==> src/rtl/i2cm_pkg.sv <==
`timescale 1ns / 1ps
`default_nettype none
package i2cm_pkg;

  localparam logic [1:0] OP_START = 2'd0;
  localparam logic [1:0] OP_STOP  = 2'd1;
  localparam logic [1:0] OP_WRITE = 2'd2;
  localparam logic [1:0] OP_READ  = 2'd3;

  localparam logic       CFG_TICKS   = 1'b0;
  localparam logic       CFG_TIMEOUT = 1'b1;

  localparam logic [15:0] TICKS_RESET   = 16'd1;
  localparam logic [7:0]  TIMEOUT_RESET = 8'd250;

  typedef struct packed {
    logic       cmd_valid;
    logic [1:0] opcode;
    logic [7:0] tx_byte;
    logic       send_ack;
    logic       sda_in;
  } in_t;

  typedef struct packed {
    logic       scl_out;
    logic       sda_out;
    logic       sda_drive;
    logic       ready_res;
    logic       cmd_done;
    logic [7:0] rx_byte;
    logic       ack_failed;
  } out_t;

endpackage
`default_nettype wire

==> src/rtl/i2cm_queue.sv <==
`timescale 1ns / 1ps
`default_nettype none
module i2cm_queue
  import i2cm_pkg::*;
(
  input  wire logic clk,
  input  wire logic rst_n,
  input  wire logic in_valid,
  output logic      in_stall,
  input  wire in_t  in_data,
  output logic      q_valid,
  input  wire logic q_pop,
  output in_t       q_data
);

  in_t        mem_r [2];
  logic       wr_ptr_r, wr_ptr_nxt;
  logic       rd_ptr_r, rd_ptr_nxt;
  logic [1:0] cnt_r, cnt_nxt;
  logic       push;
  logic       pop;

  assign in_stall = (cnt_r == 2'd2);
  assign q_valid  = (cnt_r != 2'd0);
  assign q_data   = mem_r[rd_ptr_r];
  assign push     = in_valid && !in_stall;
  assign pop      = q_pop && q_valid;

  always_comb begin
    wr_ptr_nxt = push ? ~wr_ptr_r : wr_ptr_r;
    rd_ptr_nxt = pop ? ~rd_ptr_r : rd_ptr_r;
    cnt_nxt    = cnt_r + {1'b0, push} - {1'b0, pop};
  end

  always_ff @(posedge clk) begin
    if (!rst_n) begin
      wr_ptr_r <= 1'b0;
      rd_ptr_r <= 1'b0;
      cnt_r    <= 2'd0;
    end else begin
      wr_ptr_r <= wr_ptr_nxt;
      rd_ptr_r <= rd_ptr_nxt;
      cnt_r    <= cnt_nxt;
    end
  end

  always_ff @(posedge clk) begin
    if (push) begin
      mem_r[wr_ptr_r] <= in_data;
    end
  end

endmodule
`default_nettype wire

==> src/rtl/i2cm_engine.sv <==
`timescale 1ns / 1ps
`default_nettype none
module i2cm_engine
  import i2cm_pkg::*;
(
  input  wire logic        clk,
  input  wire logic        rst_n,
  input  wire logic [15:0] ticks_cfg,
  input  wire logic [7:0]  timeout_cfg,
  input  wire logic        q_valid,
  output logic             q_pop,
  input  wire in_t         q_data,
  output logic             out_valid,
  input  wire logic        out_stall,
  output out_t             out_data
);

  localparam logic [3:0] PH_IDLE = 4'd0;
  localparam logic [3:0] PH_S1   = 4'd1;
  localparam logic [3:0] PH_S2   = 4'd2;
  localparam logic [3:0] PH_P1   = 4'd3;
  localparam logic [3:0] PH_P2   = 4'd4;
  localparam logic [3:0] PH_WL   = 4'd5;
  localparam logic [3:0] PH_WH   = 4'd6;
  localparam logic [3:0] PH_AL   = 4'd7;
  localparam logic [3:0] PH_AH   = 4'd8;
  localparam logic [3:0] PH_POLL = 4'd9;
  localparam logic [3:0] PH_RL   = 4'd10;
  localparam logic [3:0] PH_RH   = 4'd11;
  localparam logic [3:0] PH_KL   = 4'd12;
  localparam logic [3:0] PH_KH   = 4'd13;

  localparam logic [2:0] LV_SCL = 3'b001;
  localparam logic [2:0] LV_SDA = 3'b010;
  localparam logic [2:0] LV_DRV = 3'b100;

  logic [3:0]  phase_r, phase_nxt;
  logic [19:0] dly_r, dly_nxt;
  logic [3:0]  bit_r, bit_nxt;
  logic [7:0]  sh_r, sh_nxt;
  logic [7:0]  poll_r, poll_nxt;
  logic        ackc_r, ackc_nxt;
  logic [2:0]  lv_r, lv_nxt;
  logic [7:0]  rx_r, rx_nxt;
  logic        fail_r, fail_nxt;
  logic        done;
  logic        out_valid_r, out_valid_nxt;
  out_t        out_data_r, out_data_nxt;
  logic [19:0] t_ext;
  logic [19:0] d1, d2, d5;

  assign t_ext = {4'd0, (ticks_cfg == 16'd0) ? 16'd1 : ticks_cfg};
  assign d1    = t_ext - 20'd1;
  assign d2    = (t_ext << 1) - 20'd1;
  assign d5    = (t_ext << 2) + t_ext - 20'd1;

  function automatic logic [2:0] fix_lv(input logic [2:0] lv);
    fix_lv = lv[2] ? lv : (lv | LV_SDA);
  endfunction

  assign q_pop = q_valid && (!out_valid_r || !out_stall);

  always_comb begin
    phase_nxt = phase_r;
    dly_nxt   = dly_r;
    bit_nxt   = bit_r;
    sh_nxt    = sh_r;
    poll_nxt  = poll_r;
    ackc_nxt  = ackc_r;
    lv_nxt    = lv_r;
    rx_nxt    = rx_r;
    fail_nxt  = fail_r;
    done      = 1'b0;
    if (phase_r == PH_IDLE) begin
      if (q_data.cmd_valid) begin
        unique case (q_data.opcode)
          OP_START: begin
            phase_nxt = PH_S1; dly_nxt = d5; lv_nxt = LV_SCL | LV_SDA | LV_DRV;
          end
          OP_STOP: begin
            phase_nxt = PH_P1; dly_nxt = d5; lv_nxt = LV_DRV;
          end
          OP_WRITE: begin
            fail_nxt  = 1'b0;
            sh_nxt    = q_data.tx_byte;
            bit_nxt   = 4'd0;
            phase_nxt = PH_WL;
            dly_nxt   = d2;
            lv_nxt    = LV_DRV | (q_data.tx_byte[7] ? LV_SDA : 3'b000);
          end
          default: begin
            sh_nxt    = 8'd0;
            bit_nxt   = 4'd0;
            ackc_nxt  = q_data.send_ack;
            phase_nxt = PH_RL;
            dly_nxt   = d2;
            lv_nxt    = fix_lv(3'b000);
          end
        endcase
      end
    end else if (phase_r == PH_POLL) begin
      if (!q_data.sda_in) begin
        lv_nxt    = lv_r & ~LV_SCL;
        phase_nxt = PH_IDLE;
        done      = 1'b1;
      end else if (poll_r >= timeout_cfg) begin
        fail_nxt  = 1'b1;
        phase_nxt = PH_P1;
        dly_nxt   = d5;
        lv_nxt    = LV_DRV;
      end else begin
        poll_nxt = poll_r + 8'd1;
      end
    end else if (dly_r != 20'd0) begin
      dly_nxt = dly_r - 20'd1;
    end else begin
      unique case (phase_r)
        PH_S1: begin
          phase_nxt = PH_S2; dly_nxt = d2; lv_nxt = LV_SCL | LV_DRV;
        end
        PH_S2: begin
          lv_nxt = lv_r & ~LV_SCL; phase_nxt = PH_IDLE; done = 1'b1;
        end
        PH_P1: begin
          phase_nxt = PH_P2; dly_nxt = d5; lv_nxt = LV_SCL | LV_SDA | LV_DRV;
        end
        PH_P2: begin
          phase_nxt = PH_IDLE; done = 1'b1;
        end
        PH_WL, PH_KL: begin
          phase_nxt = (phase_r == PH_WL) ? PH_WH : PH_KH;
          dly_nxt   = d2;
          lv_nxt    = fix_lv(lv_r | LV_SCL);
        end
        PH_WH: begin
          bit_nxt = bit_r + 4'd1;
          dly_nxt = d2;
          if (bit_nxt < 4'd8) begin
            sh_nxt    = {sh_r[6:0], 1'b0};
            phase_nxt = PH_WL;
            lv_nxt    = LV_DRV | (sh_r[6] ? LV_SDA : 3'b000);
          end else begin
            phase_nxt = PH_AL;
            lv_nxt    = fix_lv(3'b000);
          end
        end
        PH_AL: begin
          phase_nxt = PH_AH; dly_nxt = d2; lv_nxt = fix_lv(LV_SCL);
        end
        PH_AH: begin
          phase_nxt = PH_POLL; poll_nxt = 8'd0;
        end
        PH_RL: begin
          phase_nxt = PH_RH;
          dly_nxt   = d1;
          lv_nxt    = fix_lv(LV_SCL);
          sh_nxt    = {sh_r[6:0], q_data.sda_in};
          bit_nxt   = bit_r + 4'd1;
        end
        PH_RH: begin
          dly_nxt = d2;
          if (bit_r < 4'd8) begin
            phase_nxt = PH_RL;
            lv_nxt    = fix_lv(3'b000);
          end else begin
            phase_nxt = PH_KL;
            lv_nxt    = LV_DRV | (ackc_r ? 3'b000 : LV_SDA);
          end
        end
        PH_KH: begin
          lv_nxt    = lv_r & ~LV_SCL;
          rx_nxt    = sh_r;
          phase_nxt = PH_IDLE;
          done      = 1'b1;
        end
        default: begin
          phase_nxt = PH_IDLE;
        end
      endcase
    end
  end

  always_comb begin
    out_valid_nxt = out_valid_r;
    out_data_nxt  = out_data_r;
    if (q_pop) begin
      out_valid_nxt           = 1'b1;
      out_data_nxt.scl_out    = lv_nxt[0];
      out_data_nxt.sda_out    = lv_nxt[1];
      out_data_nxt.sda_drive  = lv_nxt[2];
      out_data_nxt.ready_res  = (phase_nxt == PH_IDLE);
      out_data_nxt.cmd_done   = done;
      out_data_nxt.rx_byte    = rx_nxt;
      out_data_nxt.ack_failed = fail_nxt;
    end else if (!out_stall) begin
      out_valid_nxt = 1'b0;
    end
  end

  always_ff @(posedge clk) begin
    if (!rst_n) begin
      phase_r     <= PH_IDLE;
      dly_r       <= 20'd0;
      bit_r       <= 4'd0;
      sh_r        <= 8'd0;
      poll_r      <= 8'd0;
      ackc_r      <= 1'b0;
      lv_r        <= LV_SCL | LV_SDA | LV_DRV;
      rx_r        <= 8'd0;
      fail_r      <= 1'b0;
      out_valid_r <= 1'b0;
    end else begin
      if (q_pop) begin
        phase_r <= phase_nxt;
        dly_r   <= dly_nxt;
        bit_r   <= bit_nxt;
        sh_r    <= sh_nxt;
        poll_r  <= poll_nxt;
        ackc_r  <= ackc_nxt;
        lv_r    <= lv_nxt;
        rx_r    <= rx_nxt;
        fail_r  <= fail_nxt;
      end
      out_valid_r <= out_valid_nxt;
    end
  end

  always_ff @(posedge clk) begin
    out_data_r <= out_data_nxt;
  end

  assign out_valid = out_valid_r;
  assign out_data  = out_data_r;

endmodule
`default_nettype wire

==> src/rtl/i2c_bit_level_master.sv <==
// Byte-level I2C master timing engine. Each input transaction is one tick: it may
// carry a command (start, stop, write byte, read byte) and always carries the
// sampled SDA level. Each tick yields exactly one output transaction with the
// SCL and SDA drive levels, ready, done, the last received byte and the
// acknowledge-failure flag.
// Input transactions enter a two-entry queue; the engine takes one per cycle while
// the output register is empty or not stalled and places its result there, so one
// transaction per cycle is sustained via the queue and then the output register.
// When the receiver stalls, the output register holds its result, the engine
// pauses and the queue fills; in_stall rises once the queue is full.
// The configuration port (cfg_we, cfg_idx, cfg_wdata) sets the ticks per delay
// unit (index 0) and the acknowledge timeout (index 1); write it only when idle.
// Synchronous reset empties the queue and output register, sets the engine idle
// with SCL and SDA driven high, and restores one tick per unit and timeout 250.
`timescale 1ns / 1ps
`default_nettype none
module i2c_bit_level_master
  import i2cm_pkg::*;
(
  input  wire logic        clk,
  input  wire logic        rst_n,
  input  wire logic        in_valid,
  output logic             in_stall,
  input  wire in_t         in_data,
  output logic             out_valid,
  input  wire logic        out_stall,
  output out_t             out_data,
  input  wire logic        cfg_we,
  input  wire logic        cfg_idx,
  input  wire logic [15:0] cfg_wdata
);

  logic [15:0] ticks_r;
  logic [7:0]  timeout_r;
  logic        q_valid;
  logic        q_pop;
  in_t         q_data;

  always_ff @(posedge clk) begin
    if (!rst_n) begin
      ticks_r   <= TICKS_RESET;
      timeout_r <= TIMEOUT_RESET;
    end else if (cfg_we) begin
      if (cfg_idx == CFG_TICKS) begin
        ticks_r <= cfg_wdata;
      end else begin
        timeout_r <= cfg_wdata[7:0];
      end
    end
  end

  i2cm_queue u_queue (
    .clk      (clk),
    .rst_n    (rst_n),
    .in_valid (in_valid),
    .in_stall (in_stall),
    .in_data  (in_data),
    .q_valid  (q_valid),
    .q_pop    (q_pop),
    .q_data   (q_data)
  );

  i2cm_engine u_engine (
    .clk         (clk),
    .rst_n       (rst_n),
    .ticks_cfg   (ticks_r),
    .timeout_cfg (timeout_r),
    .q_valid     (q_valid),
    .q_pop       (q_pop),
    .q_data      (q_data),
    .out_valid   (out_valid),
    .out_stall   (out_stall),
    .out_data    (out_data)
  );

endmodule
`default_nettype wire

==> config.mk <==
export PLATFORM = sky130hd
export DESIGN_NAME = i2c_bit_level_master
export DESIGN_NICKNAME = d
export VERILOG_FILES = /design/src/rtl/i2cm_pkg.sv /design/src/rtl/i2cm_queue.sv /design/src/rtl/i2cm_engine.sv /design/src/rtl/i2c_bit_level_master.sv
export SDC_FILE = /design/constraint.sdc
export NUM_CORES = 1
export LEC_CHECK = 0
export BUFFER_PORTS_ARGS = -buffer_cell sky130_fd_sc_hd__buf_2
export CAP_MARGIN = 20
export CORE_UTILIZATION = 50
export CTS_CLUSTER_SIZE = 10
export DETAILED_ROUTE_END_ITERATION = 6
export PLACE_DENSITY = 0.8
export SKIP_CTS_REPAIR_TIMING = 1
export SLEW_MARGIN = 5
export SYNTH_ARGS = -nofsm -noshare
export SYNTH_HDL_FRONTEND = slang
export SYNTH_SLANG_ARGS = --single-unit
==> constraint.sdc <==
create_clock -name clk -period 4.5 [get_ports clk]
set_input_delay 0.225 -clock clk [delete_from_list [all_inputs] [get_ports clk]]
set_output_delay 0.225 -clock clk [all_outputs]
set_load 0.1 [all_outputs]
### After elaboration in Yosys (flattened, before gate mapping)

Memory sizes are Yosys's and may differ from the RTL's. A register that Yosys moved wholly into a read port is not among the register bits.
Index checks and enable logic that the tools add are counted.

* eq/ne operators: 27
* $add $sub $neg: 9
* div/mod/pow operators: 0
* bitwise logic cells: 5
* $lt $le $gt $ge: 3
* multiply operators: 0
* shift operators: 0
* reduce and logical (&&, ||, !) cells: 32
* muxes and demuxes: 72

Operators with widths (count)
* 2-to-1 mux 20 bit: 7
* 2-to-1 mux 8 bit: 14
* one-hot mux 20 bit (3 select lines): 1
* 2-to-1 mux 4 bit: 13
* subtractor 20 x 1 -> 20 bit, second input constant: 2
* one-hot mux 4 bit (8 select lines): 1
* one-hot mux 8 bit (2 select lines): 2
* 2-to-1 mux 3 bit: 10
* equality test 4 bit, second input constant: 6
* one-hot mux 3 bit (7 select lines): 1
* nonzero test 20 bit: 1
* adder 18 x 16 -> 19 bit: 1
* subtractor 17 x 1 -> 18 bit, second input constant: 1
* subtractor 16 x 1 -> 17 bit, second input constant: 1
* equality test 4 x 3 -> 1 bit, second input constant: 4
* zero test 16 bit: 1
* 2-to-1 mux 1 bit: 16
* 2-to-1 mux 16 bit: 1
* one-hot mux 4 bit (3 select lines): 1
* AND reduction 6 bit: 2
* != test 2 x 1 -> 1 bit, second input constant: 5
* OR reduction 2 bit: 5
* one-hot mux 3 bit (3 select lines): 1
* adder 8 x 1 -> 8 bit, second input constant: 1
* other kinds (28): 50

* word-level logic and storage cells: 171
* output and inout bits: 16
* memories kept: 1
* memory bits (writable): 26
* bits of input ports: 35
* memory bits (read-only): 0
* register bits: 100
* latch bits: 0

Memories
* u_queue.mem_r: words 2, width 13, rd ports 1, clocked after Yosys merged registers in 1, write ports 1, line i2cm_queue.sv:16 `in_t mem_r [2];`

### Longest topological paths before layout

* depth in word-level cells: 8
* gate-level depth with buffers: 18

### Cells and area by module

Synthesis repeated with hierarchy kept, for this count alone.

* cell total of the unflattened synthesis: 1068
* area total of the unflattened synthesis: 8753.4 sq um

By module, submodules not included
* i2cm_engine: sequential area each 1581.5 sq um, cells each 895, times used 1, area an instance 6556.3 sq um
* i2cm_queue: sequential area each 880.8 sq um, cells each 67, times used 1, area an instance 1213.7 sq um
* i2c_bit_level_master: sequential area each 480.5 sq um, cells each 106, times used 1, area an instance 983.4 sq um

### Worst setup path before layout

Ideal clock, no wire load.

* kind: register -> register
* from: reg ticks_r[7]
* to: reg u_engine.dly_r[9]
* stages on the path, launching flop included: 17
* required time: 4.430 ns
* arrival: 4.004 ns
* setup slack: 0.426 ns
* cells stage by stage: dfxtp_1 -> or4_4 -> nor4_4 -> buf_4 -> a31oi_1 -> inv_1 -> ha_1 -> fa_1 -> nor2_1 -> nand2_1 -> a2111oi_4 -> o2111ai_1 -> nor2_1 -> xor2_1 -> nand2_1 -> a221o_1 -> a21oi_1

* word-level cells in the longest chain between the ends: 8
* elaborated cells between the ends (all ways): 14
* those cells by class: add/sub (4); mux (9); reduce/logical (1)

RTL lines
* start: declaration: line i2c_bit_level_master.sv:33 `logic [15:0] ticks_r;`
* start signal: assignment: line i2c_bit_level_master.sv:45 `ticks_r <= cfg_wdata;`
* zero test 16 bit: line i2cm_engine.sv:52 `assign t_ext = {4'd0, (ticks_cfg == 16'd0) ? 16'd1 : ticks_cfg};`
* 2-to-1 mux 16 bit (*): line i2cm_engine.sv:52
* adder 18 x 16 -> 19 bit: line i2cm_engine.sv:55 `assign d5 = (t_ext << 2) + t_ext - 20'd1;`
* subtractor 20 x 1 -> 20 bit: line i2cm_engine.sv:55
* one-hot mux 20 bit (3 select lines) / 2-to-1 mux 20 bit (equally long branches): line i2cm_engine.sv:117, i2cm_engine.sv:106
* 2-to-1 mux 20 bit, on equally long branches: line i2cm_engine.sv:114, i2cm_engine.sv:102
* 2-to-1 mux 20 bit: line i2cm_engine.sv:101 `end else if (phase_r == PH_POLL) begin`
* 2-to-1 mux 20 bit (*): line i2cm_engine.sv:74 `if (phase_r == PH_IDLE) begin`
* end signal: assignment: line i2cm_engine.sv:215 `dly_r <= dly_nxt;`
* end: declaration: line i2cm_engine.sv:38 `logic [19:0] dly_r, dly_nxt;`

Mark *: on every way between the ends. The rest lies on a longest branch, timed or not. The select of a mux whose other input is x is not followed.
A chain may end at the register's enable or synchronous reset.

### Worst setup path in the final report

* from: reg ticks_r[3]
* to: reg u_engine.dly_r[16]

Same word-level chain as after synthesis.

==> metrics <==
# DRC=0; largest cells by area after synthesis=dfxtp_1 (20%), edfxtp_1 (14%), nand2_1 (5.2%), ha_1 (3.8%), nor2_1 (3.4%); DP Wirelength=16,000 µm; Worst Setup Path Type=reg -> reg; Max Freq=0.237 GHz; final max-slew violation count=0; P_leak=3.84 nW; crit-path cells=nor2_1, and2_1, a31oi_2, inv_1, ha_1, fa_1, nand4b_1, a31o_2, a41oi_4, or4b_1, and3_1, nor3_1, a21oi_1, a31o_1, o221a_1; post-synthesis sequential area ratio=34.2%; GRT overflow=0; Ant. Diodes=0; Netlist cell types=104; nets=1,092; CTS root buf=clkbuf_16; crit start category=register; Worst Hold Launch=in_data[2]; FF+latch area=2940 µm²; FF+latch count, synth=127; Via-to-Cell Ratio=6.27; CP required=4830 ps; final core utilization=58.0%; post-synth top area share=20.2%; Final Cell Area=9690 µm²; CP Capture Type=register; worst setup path startpoint=ticks_r[3]; placed cell area=8940 µm²; Final ANT Viol Nets=0; fraction of registers with async set/reset=0%; EDFF count, synth=40; PortBufs=50; die height=133 µm; Max VDD drop=0.400 mV; FP Rows=47; switching power=3.26 mW; clk sink count=127; Reg-to-Reg Start=ticks_r[3]; pwr/cell area=690 nW/µm²; CTS buffer count=17; largest net degree at the start of global routing=56; Vias=7,914; syn_area_per_cell=8.61 µm²; Syn Inst Count=1,000; TNS Setup=0 ps; Core Area=16,700 µm²; Worst-Skew Late Latency=430 ps; Placement Setup Slack=230 ps; Synthesized Nets=1,062; final setup violation count=0; CP max stage cell=dfxtp_1; number of max-cap violations=0; Final GP Congestion=0.962; Avg WL per Cell=18.1 µm; Post-synth top cells=nand2_1 (119), dfxtp_1 (87), nor2_1 (78); global-route usage over all layers=25.7%; WHS=2.52 ps; htree depth=4; multi-input logic area=5250 µm²; Layout area overhead=12.5%; Setup Skew=11.1 ps; vias in the first global route=7,376; Int Power=3.42 mW; top cell type by total area after synthesis=dfxtp_1; DIE WIDTH=133 µm; layout cell share with drive strength beyond 1=15.1%; Initial Util=51.6%; switch share=48.8%; io pins=51; final worst-path cycle share=93.7%; sequential share of power=26.9%; HP Class=in -> reg; initial antenna violation count=0; CTS clock-pin slew for the worst setup and hold paths=70 ps; Ys Warns=0; Critical Path AT=4550 ps; Netlist Area Pre-Place=8610 µm²; Worst Path Max Fanout=8; First-pass DRT Iterations=6; Slew @ Worst Pin=972 ps; die area=17,800 µm²; crit path time final=4220 ps; status=complete, no violations; Clock power frac=19.9%; filler instances=1,462; max incr delay on CP=480 ps; final WL=22,800 µm; CTS tree=yes; combinational share of power=53.2%; clock tree buffer depth=2; max_slew headroom=35.2%; starting DRC count in detailed routing=932; Fin. Hold Viols=0; Worst Setup Slack, final=283 ps; Post-synth top flop=dfxtp_1; most frequent cell after synthesis=nand2_1; first-pass GRT wire length=36,800 µm
cell type report:
class                      instances  area share [%]
clock buffer                      18            4.43
timing repair buffer              85            5.62
multi-input combinational        771            54.2
tap                              220            2.84
sequential                       127            30.4
clock inverter                    14            1.41
inverter                          28            1.08
cell families after synthesis:
logic type               after synthesis  synth area share [%]
AND/OR/NAND/NOR                      356                  21.5
multiplexers                          26                  3.17
buffers and inverters                102                  5.35
AO/OA/AOI/OAI                        306                  25.7
flip-flops                           127                  34.2
XOR/XNOR                              54                  5.83
adder cells (fa/ha/maj)               29                  4.26
final timing paths:
path	slack, ps	to	cells after the start
setup / recovery	280	u_engine.dly_r[16]	15
hold / removal	3	u_queue.mem_r[1][2]	1
setup reg to reg	280	u_engine.dly_r[16]	15
hold reg to reg	470	timeout_r[2]	2
critical path: cells and delay by family (launching register included):
kind | cells | cell delay [ps]
and+or+nand+nor | 6 | 1570
AOI/OAI and AO/OA | 6 | 1260
adders and majority gates | 2 | 740
DFF | 1 | 480
buffers and inverters | 1 | 80
cells in the final DEF, fill, tap and decap left out, types with 11 or more instances in the layout:
master	n
a21boi_0	23
nor3_1	40
buf_2	50
inv_1	27
a21oi_1	58
o21ai_0	58
o211a_1	12
nand3_1	18
nand2_1	119
clkbuf_16	17
or3_1	12
o211ai_1	22
dfxtp_1	87
and2_1	11
a221oi_1	13
nor2_1	77
buf_4	23
dlygate4sd3_1	11
edfxtp_1	40
ha_1	26
xor2_1	22
mux2i_1	16
xnor2_1	28
nor3b_1	11
a31oi_1	13
metal layers:
layer	GRT usage [%]	vias to the layer above	wire length [µm]
met2	38.3	371	10000
met5	1.67	-	0
li1	-	3766	-
met3	6.09	50	1980
met1	35.5	3727	10300
met4	10.7	0	543
power by group through the flow:
stage	sequential [mW]	combinational (mW)	clock (mW)
after floorplan	2.19	2.30	0
after global placement	1.80	3.39	0
after detailed placement	1.81	3.43	0
after CTS	1.79	3.46	1.34
after global routing	1.83	3.83	1.38
final	1.80	3.56	1.33
sequential cells by signal (all words and copies together) (netlist names), 2 cells and up, named ones only:
| name | cells |
|---|---|
| ticks_r | 16 |
| timeout_r | 8 |
| u_engine.bit_r | 4 |
| u_engine.dly_r | 20 |
| u_engine.lv_r | 3 |
| u_engine.out_data | 14 |
| u_engine.phase_r | 4 |
| u_engine.poll_r | 8 |
| u_engine.rx_r | 8 |
| u_engine.sh_r | 8 |
| u_queue.cnt_r | 2 |
| u_queue.mem_r | 26 |
per-stage QoR:
stage,power [mW],std cells
after floorplan,4.49,1000
after global placement,5.18,1217
after detailed placement,5.24,1217
after CTS,6.59,1249
after global routing,7.04,1263
final,6.69,1263
No activity file was read; power rests on OpenSTA's default activity.
